`config.mk`:
```
export PLATFORM = sky130hd
export DESIGN_NAME = signed_int_to_decimal_ascii
export DESIGN_NICKNAME = d
export VERILOG_FILES = /design/src/rtl/sida_pkg.sv /design/src/rtl/sida_datapath.sv /design/src/rtl/sida_ctrl.sv /design/src/rtl/signed_int_to_decimal_ascii.sv
export VERILOG_INCLUDE_DIRS = /design/src /design/src/rtl
export SDC_FILE = /design/constraint.sdc
export NUM_CORES = 1
export LEC_CHECK = 0
export ABC_AREA = 1
export BUFFER_PORTS_ARGS = -buffer_cell sky130_fd_sc_hd__buf_2
export CAP_MARGIN = 40
export CORE_MARGIN = 3
export CORE_UTILIZATION = 56
export CTS_BUF_LIST = sky130_fd_sc_hd__clkbuf_8
export DETAILED_ROUTE_END_ITERATION = 10
export PLACE_DENSITY = 0.85
export SYNTH_ARGS = -nofsm -noshare
export SYNTH_HDL_FRONTEND = slang
export SYNTH_SLANG_ARGS = --single-unit
```
`constraint.sdc`:
```
create_clock -name clk_i -period 1.9 [get_ports clk_i]
set_clock_uncertainty 0.1 [all_clocks]
set_input_delay 0.095 -clock clk_i [delete_from_list [all_inputs] [get_ports clk_i]]
set_output_delay 0.095 -clock clk_i [all_outputs]
set_load 0.1 [all_outputs]
```
`src/rtl/signed_int_to_decimal_ascii_defines.svh`:
```
// Assertion macros shared by the signed integer to decimal text block.
`ifndef SIGNED_INT_TO_DECIMAL_ASCII_DEFINES_SVH
`define SIGNED_INT_TO_DECIMAL_ASCII_DEFINES_SVH

`ifndef NO_ASSERTIONS

// Same-cycle implication, sampled on clk_i, off while rst_ni is low
`define SIDA_ASSERT_NOW(label, ante, cons) \
  label: assert property (@(posedge clk_i) disable iff (!rst_ni) (ante) |-> (cons)) \
    else $error("same-cycle check failed");

// Next-cycle implication, sampled on clk_i, off while rst_ni is low
`define SIDA_ASSERT_NEXT(label, ante, cons) \
  label: assert property (@(posedge clk_i) disable iff (!rst_ni) (ante) |=> (cons)) \
    else $error("next-cycle check failed");

`else

`define SIDA_ASSERT_NOW(label, ante, cons)
`define SIDA_ASSERT_NEXT(label, ante, cons)

`endif

`endif

```
`src/rtl/sida_pkg.sv`:
```
// Shared types and constants for the signed integer to decimal text block.
`timescale 1ns / 1ps
package sida_pkg;

  localparam int ValueW    = 32;
  localparam int NumDigits = 10;
  localparam int DigitIdxW = $clog2(NumDigits);
  localparam int StepCntW  = $clog2(ValueW);
  localparam int CharW     = 8;

  localparam logic [CharW-1:0] CharMinus = 8'd45;
  localparam logic [CharW-1:0] CharZero  = 8'd48;

  typedef enum logic [2:0] {
    ST_IDLE,
    ST_CONVERT,
    ST_FIND,
    ST_EMIT_SIGN,
    ST_EMIT_DIGIT
  } state_e;

  // Controller to datapath
  typedef struct packed {
    logic load;      // take a new word, form magnitude
    logic step;      // one shift-add-3 step
    logic find;      // locate most significant nonzero digit
    logic dec;       // move to next lower digit
    logic sign_sel;  // present '-' instead of a digit
  } cmd_t;

  // Datapath to controller
  typedef struct packed {
    logic conv_done; // current step is the last one
    logic neg;       // word was negative
    logic ptr_zero;  // pointing at the units digit
  } sts_t;

endpackage

```
`src/rtl/sida_datapath.sv`:
```
// Datapath: magnitude, double-dabble BCD register, digit pointer, byte select.
`timescale 1ns / 1ps
module sida_datapath (
  input  logic                                 clk_i,
  input  logic signed [sida_pkg::ValueW-1:0]   value_i,
  input  sida_pkg::cmd_t                       cmd_i,
  output sida_pkg::sts_t                       sts_o,
  output logic        [sida_pkg::CharW-1:0]    char_code_o,
  output logic                                 last_o
);
  import sida_pkg::*;

  logic [ValueW-1:0]    mag_q, mag_d;
  logic                 neg_q, neg_d;
  logic [3:0]           bcd_q [NumDigits];
  logic [3:0]           bcd_d [NumDigits];
  logic [3:0]           adj   [NumDigits];
  logic [StepCntW-1:0]  cnt_q, cnt_d;
  logic [DigitIdxW-1:0] ptr_q, ptr_d;
  logic [DigitIdxW-1:0] msd_idx;
  logic [ValueW-1:0]    raw;

  assign raw = value_i;

  // add 3 to every digit of 5 or more before the shift
  always_comb begin
    for (int k = 0; k < NumDigits; k++) begin
      adj[k] = (bcd_q[k] >= 4'd5) ? 4'(bcd_q[k] + 4'd3) : bcd_q[k];
    end
  end

  // most significant nonzero digit, units digit when all are zero
  always_comb begin
    msd_idx = '0;
    for (int k = 1; k < NumDigits; k++) begin
      if (bcd_q[k] != 4'd0) begin
        msd_idx = DigitIdxW'(k);
      end
    end
  end

  // next state of the datapath registers
  always_comb begin
    mag_d = mag_q;
    neg_d = neg_q;
    cnt_d = cnt_q;
    ptr_d = ptr_q;
    for (int k = 0; k < NumDigits; k++) begin
      bcd_d[k] = bcd_q[k];
    end
    if (cmd_i.load) begin
      neg_d = raw[ValueW-1];
      mag_d = raw[ValueW-1] ? ValueW'(~raw + 1'b1) : raw;
      cnt_d = '0;
      for (int k = 0; k < NumDigits; k++) begin
        bcd_d[k] = 4'd0;
      end
    end else if (cmd_i.step) begin
      mag_d = {mag_q[ValueW-2:0], 1'b0};
      cnt_d = StepCntW'(cnt_q + 1'b1);
      bcd_d[0] = {adj[0][2:0], mag_q[ValueW-1]};
      for (int k = 1; k < NumDigits; k++) begin
        bcd_d[k] = {adj[k][2:0], adj[k-1][3]};
      end
    end else if (cmd_i.find) begin
      ptr_d = msd_idx;
    end else if (cmd_i.dec) begin
      ptr_d = DigitIdxW'(ptr_q - 1'b1);
    end
  end

  // payload registers, no reset
  always_ff @(posedge clk_i) begin
    mag_q <= mag_d;
    neg_q <= neg_d;
    cnt_q <= cnt_d;
    ptr_q <= ptr_d;
    for (int k = 0; k < NumDigits; k++) begin
      bcd_q[k] <= bcd_d[k];
    end
  end

  // status back to the controller
  assign sts_o.conv_done = (cnt_q == StepCntW'(ValueW - 1));
  assign sts_o.neg       = neg_q;
  assign sts_o.ptr_zero  = (ptr_q == '0);

  // output byte straight from registers, steady while stalled
  assign char_code_o = cmd_i.sign_sel ? CharMinus
                                      : CharW'(CharZero + {4'd0, bcd_q[ptr_q]});
  assign last_o      = !cmd_i.sign_sel && (ptr_q == '0);

endmodule

```
`src/rtl/sida_ctrl.sv`:
```
// Controller: sequences load, conversion steps, digit search and byte output.
`timescale 1ns / 1ps
`include "signed_int_to_decimal_ascii_defines.svh"
module sida_ctrl (
  input  logic           clk_i,
  input  logic           rst_ni,
  input  logic           in_valid_i,
  output logic           in_stall_o,
  output logic           out_valid_o,
  input  logic           out_stall_i,
  input  sida_pkg::sts_t sts_i,
  output sida_pkg::cmd_t cmd_o
);
  import sida_pkg::*;

  state_e state_q, state_d;

  // state register
  always_ff @(posedge clk_i or negedge rst_ni) begin
    if (!rst_ni) begin
      state_q <= ST_IDLE;
    end else begin
      state_q <= state_d;
    end
  end

  // next state and commands
  always_comb begin
    state_d     = state_q;
    cmd_o       = '0;
    in_stall_o  = 1'b1;
    out_valid_o = 1'b0;
    case (state_q)
      ST_IDLE: begin
        in_stall_o = 1'b0;
        if (in_valid_i) begin
          cmd_o.load = 1'b1;
          state_d    = ST_CONVERT;
        end
      end
      ST_CONVERT: begin
        cmd_o.step = 1'b1;
        if (sts_i.conv_done) begin
          state_d = ST_FIND;
        end
      end
      ST_FIND: begin
        cmd_o.find = 1'b1;
        state_d    = sts_i.neg ? ST_EMIT_SIGN : ST_EMIT_DIGIT;
      end
      ST_EMIT_SIGN: begin
        out_valid_o    = 1'b1;
        cmd_o.sign_sel = 1'b1;
        if (!out_stall_i) begin
          state_d = ST_EMIT_DIGIT;
        end
      end
      ST_EMIT_DIGIT: begin
        out_valid_o = 1'b1;
        if (!out_stall_i) begin
          if (sts_i.ptr_zero) begin
            state_d = ST_IDLE;
          end else begin
            cmd_o.dec = 1'b1;
          end
        end
      end
      default: begin
        state_d = ST_IDLE;
      end
    endcase
  end

  // checks
  `SIDA_ASSERT_NEXT(a_accept_starts_conv, in_valid_i && !in_stall_o, state_q == ST_CONVERT)
  `SIDA_ASSERT_NEXT(a_conv_then_find,
                    (state_q == ST_CONVERT) && sts_i.conv_done,
                    state_q == ST_FIND)
  `SIDA_ASSERT_NEXT(a_last_word_idles,
                    (state_q == ST_EMIT_DIGIT) && !out_stall_i && sts_i.ptr_zero,
                    state_q == ST_IDLE)
  `SIDA_ASSERT_NOW(a_dec_not_below_units, cmd_o.dec, !sts_i.ptr_zero)

endmodule

```
`src/rtl/signed_int_to_decimal_ascii.sv`:
```
// Top level: signed 32-bit integer to decimal ASCII text, one byte per transfer.
// An input word gives n = 1..11 bytes of text: an optional '-' and 1..10 digits.
// The 32-step shift-add-3 loop converts first; one word is in work at a time.
// First byte follows ST_CONVERT and ST_FIND; bytes leave one per cycle unless stalled.
// rst_ni clears the controller to idle asynchronously; datapath registers are not reset.
`timescale 1ns / 1ps
module signed_int_to_decimal_ascii (
  input  logic                                clk_i,
  input  logic                                rst_ni,
  input  logic                                in_valid_i,
  output logic                                in_stall_o,
  input  logic signed [sida_pkg::ValueW-1:0]  value_i,
  output logic                                out_valid_o,
  input  logic                                out_stall_i,
  output logic        [sida_pkg::CharW-1:0]   char_code_o,
  output logic                                last_o
);
  import sida_pkg::*;

  cmd_t cmd;
  sts_t sts;

  sida_ctrl u_ctrl (
    .clk_i       (clk_i),
    .rst_ni      (rst_ni),
    .in_valid_i  (in_valid_i),
    .in_stall_o  (in_stall_o),
    .out_valid_o (out_valid_o),
    .out_stall_i (out_stall_i),
    .sts_i       (sts),
    .cmd_o       (cmd)
  );

  sida_datapath u_datapath (
    .clk_i       (clk_i),
    .value_i     (value_i),
    .cmd_i       (cmd),
    .sts_o       (sts),
    .char_code_o (char_code_o),
    .last_o      (last_o)
  );

endmodule

```
==> run metrics, run 1 <==
Detail Placement HPWL 9.500 mm; fin worst setup slack -0.01690 ns; share of layout cells above drive strength 1 18.31%; GRT Total Usage 23.17%; mux share of post-synthesis cell area 0%; critical path data arrival time 1.72 ns; drt drc 0; Warnings, synthesis 0; fin util 69.18%; Pwr Total 0.01189 W; routability cong. 0.9126; CP endpoint kind output port; area of the multi-input gates 3123 µm²; Yosys top cell by area edfxtp_1; Reg2Reg Setup Slack 0.10 ns; clock buffer count from CTS 9; I/O Buffers 43; Setup-failing EPs final 1; Max H-tree Level 3; Post-synth EDFFs 37; initial antenna violation count 0; Slew Viols, Final 0; top cell type's share of synthesized area 19.98%; critical path class flip-flop to output port; syn avg cell area 7.425 µm²; Tmin final 1.917 ns; RR Startpoint u_datapath.bcd_q[8][1]; antenna cells 0; total congestion overflow 0; max_cap viols 0; clock slew at reported path FFs 0.10 ns; Post-Synth Adder-Cell Area 5.399%; reg2reg path depth 10; Simple-Gate Fraction of Synth Area 23.87%; Filler cells 758; Layout area overhead 17.66%; unique cell type count in the Yosys netlist 44; failing checks setup timing; Root Buffer clkbuf_8; vias in the first global route 4845; end of the worst hold path u_ctrl.state_q[2]; CP required 1.70 ns; Clock Tree Buf Depth 2; Static Leak 2.902 nW; Fmax 521.7 MHz; post-synthesis cell count 749; top post-synthesis cells by area edfxtp_1 (20%), dfxtp_1 (18%), nand2_1 (10%); CP Cell Sequence inv_8 > a21oi_2 > o21ai_0 > nand3_1 > nand3_2 > a21oi_4 > buf_12; Die Y 105.7 µm; largest net degree at the start of global routing 49; FF/Latch Area 2175 µm²; placed cell area 6076 µm²; global-route wire length before repair 21.43 mm; hold crit path type primary input to flip-flop; Cell Area, Synth 5562 µm²; Starting Density 58.80%; CTS tree yes; clock latency at the later pin of the worst-skew pair 0.37 ns; nets 858; clk sink count 89; main combinational cell family by area after synthesis simple AND/OR/NAND/NOR gates; pre-CTS WS 0.09898 ns; Core Area 9459 µm²; CP peak stage delay 0.41 ns; Final Hold Viols 0; vias per std cell 5.637; CP startpoint kind flip-flop; RSZ-0062 raised after global routing yes; PD cells 1816 nW/µm²; DRT Pass-1 Iters 5; DIE WIDTH 105.7 µm; drt initial violations 318; status finished with violations; via count 5254; maximum net fanout on the critical path 18; Ports 47; Hold Crit Start out_stall_i; post-synthesis compound-gate area fraction 17.82%; ANT nets after route 0; xor-xnor portion of the synthesized cell area 5.354%; register area share after synthesis 38.97%; Worst VDD drop 0.001338 V; #FFs+latches synth 89; die area 11160 µm²; setup TNS -0.01690 ns; Placement Rows 35; Worst Hold Depth 5; design area 6544 µm²; slowest CP cell dfxtp_4; WL/cell 14.36 µm; ys flop type dfxtp_1; fraction of registers with async set/reset 3.371%; Final Cycle Share 100.9%; routed wire length 13.38 mm
-- layout by cell type, fill, tap and decap left out, drive strengths merged, types with 4 or more instances in the layout --
cell and count:
buf 57, nand2 152, nand4 7, o22ai 4, dlygate4sd3 4, nand3 59
clkbuf 10, nor3 11, inv 94, edfxtp 37, ha 24, clkinv 4
xor2 30, a21oi 45, dfxtp 49, nor2 60, xnor2 4, or2 6
o21ai 101, o211ai 19
-- metrics by stage --
| stage | instances | hold WS (ns) |
|---|---|---|
| final | 932 | 0.005285 |
| after global routing | 932 | 0.03805 |
| after CTS | 930 | 0.002389 |
| after detailed placement | 909 | -0.2087 |
| after global placement | 909 | -0.2101 |
| after floorplan | 750 | -0.3006 |
-- where the power goes --
group / switching (W) / total (W) / internal (W)
sequential: 0.000634 / 0.00373 / 0.00310
combinational: 0.00446 / 0.00681 / 0.00235
clock: 0.000725 / 0.00135 / 0.000621
total: 0.00582 / 0.0119 / 0.00607
-- cells in the mapped netlist, types with 7 or more instances --
cell type and number:
nand4_1 7, nand3_1 57, buf_2 7, inv_1 83, nand2_1 149, nor2_1 53, inv_2 9, edfxtp_1 37
nor3_1 11, ha_1 24, dfxtp_1 49, o21ai_0 88, xor2_1 30, a21oi_1 45, o211ai_1 19, clkbuf_1 14
o21ai_1 12
-- state kept, by name, summed over array words and instances, names as in the netlist, named ones only --
register          flops
u_datapath.bcd_q     40
u_datapath.mag_q     32
u_datapath.cnt_q      5
u_datapath.ptr_q      4
u_ctrl.state_q        3
u_datapath.neg_q      1
-- logic make-up after synthesis --
kind of cell / Yosys count
adder cells (fa/ha/maj): 24
flip-flops: 89
AO/OA/AOI/OAI: 180
buffers and inverters: 119
XOR/XNOR: 34
other: 2
AND/OR/NAND/NOR: 301
-- per-layer routing --
metal | wire length [µm] | GRT usage (%) | vias to the layer above
li1 | - | - | 2611
met3 | 732 | 3.613 | 30
met1 | 5718 | 29.21 | 2437
met4 | 301 | 10.64 | 0
met5 | 0 | 0 | -
met2 | 6631 | 39.03 | 176
-- layout make-up --
cell class	count	area share, %
timing repair buffer	63	7.973
clock buffer	9	1.893
clock inverter	7	1.224
inverter	93	5.488
sequential	89	33.23
tap	129	2.467
multi-input combinational	542	47.72
-- worst max-delay path, delay by kind of cell (launching register included) --
kind	cells	cell delay [ns]
AOI/OAI and AO/OA	3	0.44
DFF	1	0.41
buffers and inverters	2	0.25
and+or+nand+nor	2	0.25
-- worst max-delay path by stage --
stage	from	to	slack, ns	cells past startpoint
2_1_floorplan	flip-flop	char_code_o[1]	-0.24	7
3_3_place_gp	u_datapath.bcd_q[2][1]	u_datapath.ptr_q[0]	0.10	12
3_5_place_dp	u_datapath.bcd_q[2][0]	u_datapath.ptr_q[0]	0.1	12
4_1_cts	flip-flop	char_code_o[1]	-0.01	7
5_1_grt	flip-flop	char_code_o[1]	-0.07	7
6_report	flip-flop	char_code_o[1]	-0.02	7
-- repair_timing --
| action | 4_1_cts | 5_1_grt |
|---|---|---|
| setup endpoints to repair | 5 | 26 |
| endpoints found under the hold margin | 5 | 0 |
| buffers inserted | 0 | 2 |
| gates resized for setup | 14 | 49 |
| hold buffers | 4 | 0 |
| pin swaps | 2 | 5 |
| gates cloned | 1 | 0 |
Power figures use the tool's default switching activity.
==> inputs of run 2 (changes only) <==
--- a/config.mk
+++ b/config.mk
@@ -13,7 +13,7 @@
 export CORE_UTILIZATION = 56
 export CTS_BUF_LIST = sky130_fd_sc_hd__clkbuf_8
 export DETAILED_ROUTE_END_ITERATION = 10
-export PLACE_DENSITY = 0.85
+export PLACE_DENSITY = 0.78
 export SYNTH_ARGS = -nofsm -noshare
 export SYNTH_HDL_FRONTEND = slang
 export SYNTH_SLANG_ARGS = --single-unit
==> run metrics, run 2 (synthesized netlist as in run 1, its figures left out) <==
status finished clean (was finished with violations); Final Hold Viols 0 (unchanged); Fmax 535.6 MHz (was 521.7 MHz); Finished Layout Cells 936 (was 932); Worst Hold Depth 4 (was 5); end of the worst hold path u_datapath.mag_q[30] (was u_ctrl.state_q[2]); routability cong. 0.9014 (was 0.9126); CP startpoint kind flip-flop (unchanged); maximum net fanout on the critical path 3 (was 18); clk sink count 89 (unchanged); most frequent cells in the layout nand2_1 (146), o21ai_0 (78), inv_1 (76), nand3_1 (54), nor2_1 (50) (was nand2_1 (146), o21ai_0 (78), inv_1 (76), nand3_1 (50), nor2_1 (50)); CP peak stage delay 0.42 ns (was 0.41 ns); Reg2Reg Setup Slack 0.13 ns (was 0.10 ns); vias per std cell 5.442 (was 5.637); total congestion overflow 0 (unchanged); Max H-tree Level 3 (unchanged); pre-CTS WS 0.1005 ns (was 0.09898 ns); sequential power share 31.5% (was 31.4%); RSZ-0062 raised after global routing yes (unchanged); nets 862 (was 858); Slew Viols, Final 0 (unchanged); drt initial violations 319 (was 318); CP required 1.70 ns (about the same); design area 6518 µm² (was 6544 µm²); ANT nets after route 0 (unchanged); area of the multi-input gates 3083 µm² (was 3123 µm²); Internal Dissipation 0.006076 W (was 0.006069 W); largest net degree at the start of global routing 40 (was 49); critical path data arrival time 1.67 ns (was 1.72 ns); share of layout cells above drive strength 1 18.22% (was 18.31%); CTS tree yes (unchanged); Layout area overhead 17.19% (was 17.66%); GRT Total Usage 23.11% (was 23.17%); I/O Buffers 43 (unchanged); CP Cell Sequence inv_2 > nor2_2 > inv_2 > nor2_4 > buf_6 > nor4_4 > buf_12 (was inv_8 > a21oi_2 > o21ai_0 > nand3_1 > nand3_2 > a21oi_4 > buf_12); via count 5094 (was 5254); PD cells 1815 nW/µm² (was 1816 nW/µm²); initial antenna violation count 0 (unchanged); global-route wire length before repair 21.56 mm (was 21.43 mm); Switching Fraction 48.65% (was 48.94%); CP most frequent cell inv_2; Tmin final 1.867 ns (was 1.917 ns); critical path class flip-flop to output port (unchanged); antenna cells 0 (unchanged); Largest regs u_datapath.bcd_q x40, u_datapath.mag_q x32, u_datapath.cnt_q x5 (unchanged); Starting Density 58.80% (unchanged); drt drc 0 (unchanged); Filler cells 846 (was 758); Placement Rows 35 (unchanged); Core Area 9459 µm² (unchanged); setup TNS 0 ns (was -0.01690 ns); Setup-failing EPs final 0 (was 1); Worst VDD drop 0.001905 V (was 0.001338 V); FF/Latch Area 2178 µm² (was 2175 µm²); clock buffer count from CTS 9 (unchanged); clock latency at the later pin of the worst-skew pair 0.36 ns (was 0.37 ns); Die Y 105.7 µm (unchanged); Ports 47 (unchanged); placed cell area 6091 µm² (was 6076 µm²); routed wire length 13.12 mm (was 13.38 mm); Detail Placement HPWL 9.509 mm (was 9.500 mm); max reg flops 40 (unchanged); largest register by flop count u_datapath.bcd_q (unchanged); RR Startpoint u_datapath.ptr_q[0] (was u_datapath.bcd_q[8][1]); die area 11160 µm² (unchanged); DRT Pass-1 Iters 5 (unchanged); commonest non-fill, non-tap cell in the layout nand2_1 (unchanged); clock slew at reported path FFs 0.09 ns (was 0.10 ns); Comb pwr share 57.5% (was 57.3%); fin worst setup slack 0.03297 ns (was -0.01690 ns); DIE WIDTH 105.7 µm (unchanged); reg2reg path depth 9 (was 10); hold crit path type primary input to flip-flop (unchanged); Clock Tree Buf Depth 2 (unchanged); WL/cell 14.02 µm (was 14.36 µm); Static Leak 2.903 nW (was 2.902 nW); slowest CP cell dfrtp_1 (was dfxtp_4); Hold Crit Start value_i[30] (was out_stall_i); max_cap viols 0 (unchanged); vias in the first global route 4974 (was 4845); Inst Count DP 911 (was 909); Root Buffer clkbuf_8 (unchanged); Fin Hold WS 0.01887 ns (was 0.005285 ns); Final Cycle Share 98.26% (was 100.9%); Psw 0.005755 W (was 0.005817 W); CP endpoint kind output port (unchanged); clock share of power 11.0% (was 11.3%)
==> run 2: cell type report <==
cell class	count	share of cell area, %
multi-input combinational	542	47.30
clock buffer	9	1.901
tap	129	2.476
sequential	89	33.42
inverter	93	5.548
clock inverter	7	1.075
timing repair buffer	67	8.274
==> run 2: what timing repair did <==
item	CTS	global route
hold endpoints to repair	4	0
buffers inserted	1	3
pin swaps	1	7
gates resized for setup	7	53
endpoints found under the setup margin	5	24
cloned	1	1
hold buffers	3	0
==> run 2: power by group through the flow <==
stage / Clock (W) / Combinational (W) / Sequential [W]
detailed placement: 0 / 0.00631 / 0.00367
finish: 0.00130 / 0.00681 / 0.00373
global route: 0.00140 / 0.00749 / 0.00382
CTS: 0.00131 / 0.00640 / 0.00365
global placement: 0 / 0.00611 / 0.00363
floorplan: 0 / 0.00463 / 0.00350
==> run 2: how the worst max path moves through the flow <==
stage | start | endpoint | slack, ns
6_report | u_ctrl.state_q[1] | last_o | 0.03
5_1_grt | u_ctrl.state_q[1] | last_o | -0.03
3_5_place_dp | u_datapath.bcd_q[2][0] | u_datapath.ptr_q[0] | 0.10
4_1_cts | flip-flop | char_code_o[3] | 0.007
3_3_place_gp | u_datapath.bcd_q[2][0] | u_datapath.ptr_q[0] | 0.16
2_1_floorplan | flip-flop | char_code_o[1] | -0.24
==> run 2: stage by stage <==
| step | utilization [%] | total power [W] |
|---|---|---|
| global route | 68.90 | 0.01271 |
| detailed placement | 64.39 | 0.009983 |
| floorplan | - | 0.008134 |
| global placement | 64.39 | 0.009739 |
| finish | 68.90 | 0.01183 |
| CTS | 67.00 | 0.01136 |
==> run 2: per-layer routing <==
metal | vias up | GRT usage, % | wire length, µm
met5 | - | 0 | 0
met4 | 0 | 10.08 | 331
met3 | 25 | 3.552 | 602
met2 | 126 | 39.85 | 6322
met1 | 2324 | 28.59 | 5865
li1 | 2619 | - | -
==> run 2: critical path, delay by kind of cell (launching register included) <==
kind | cells | cell delay (ns)
buf+inv | 4 | 0.49
flops | 1 | 0.42
simple gates | 3 | 0.41
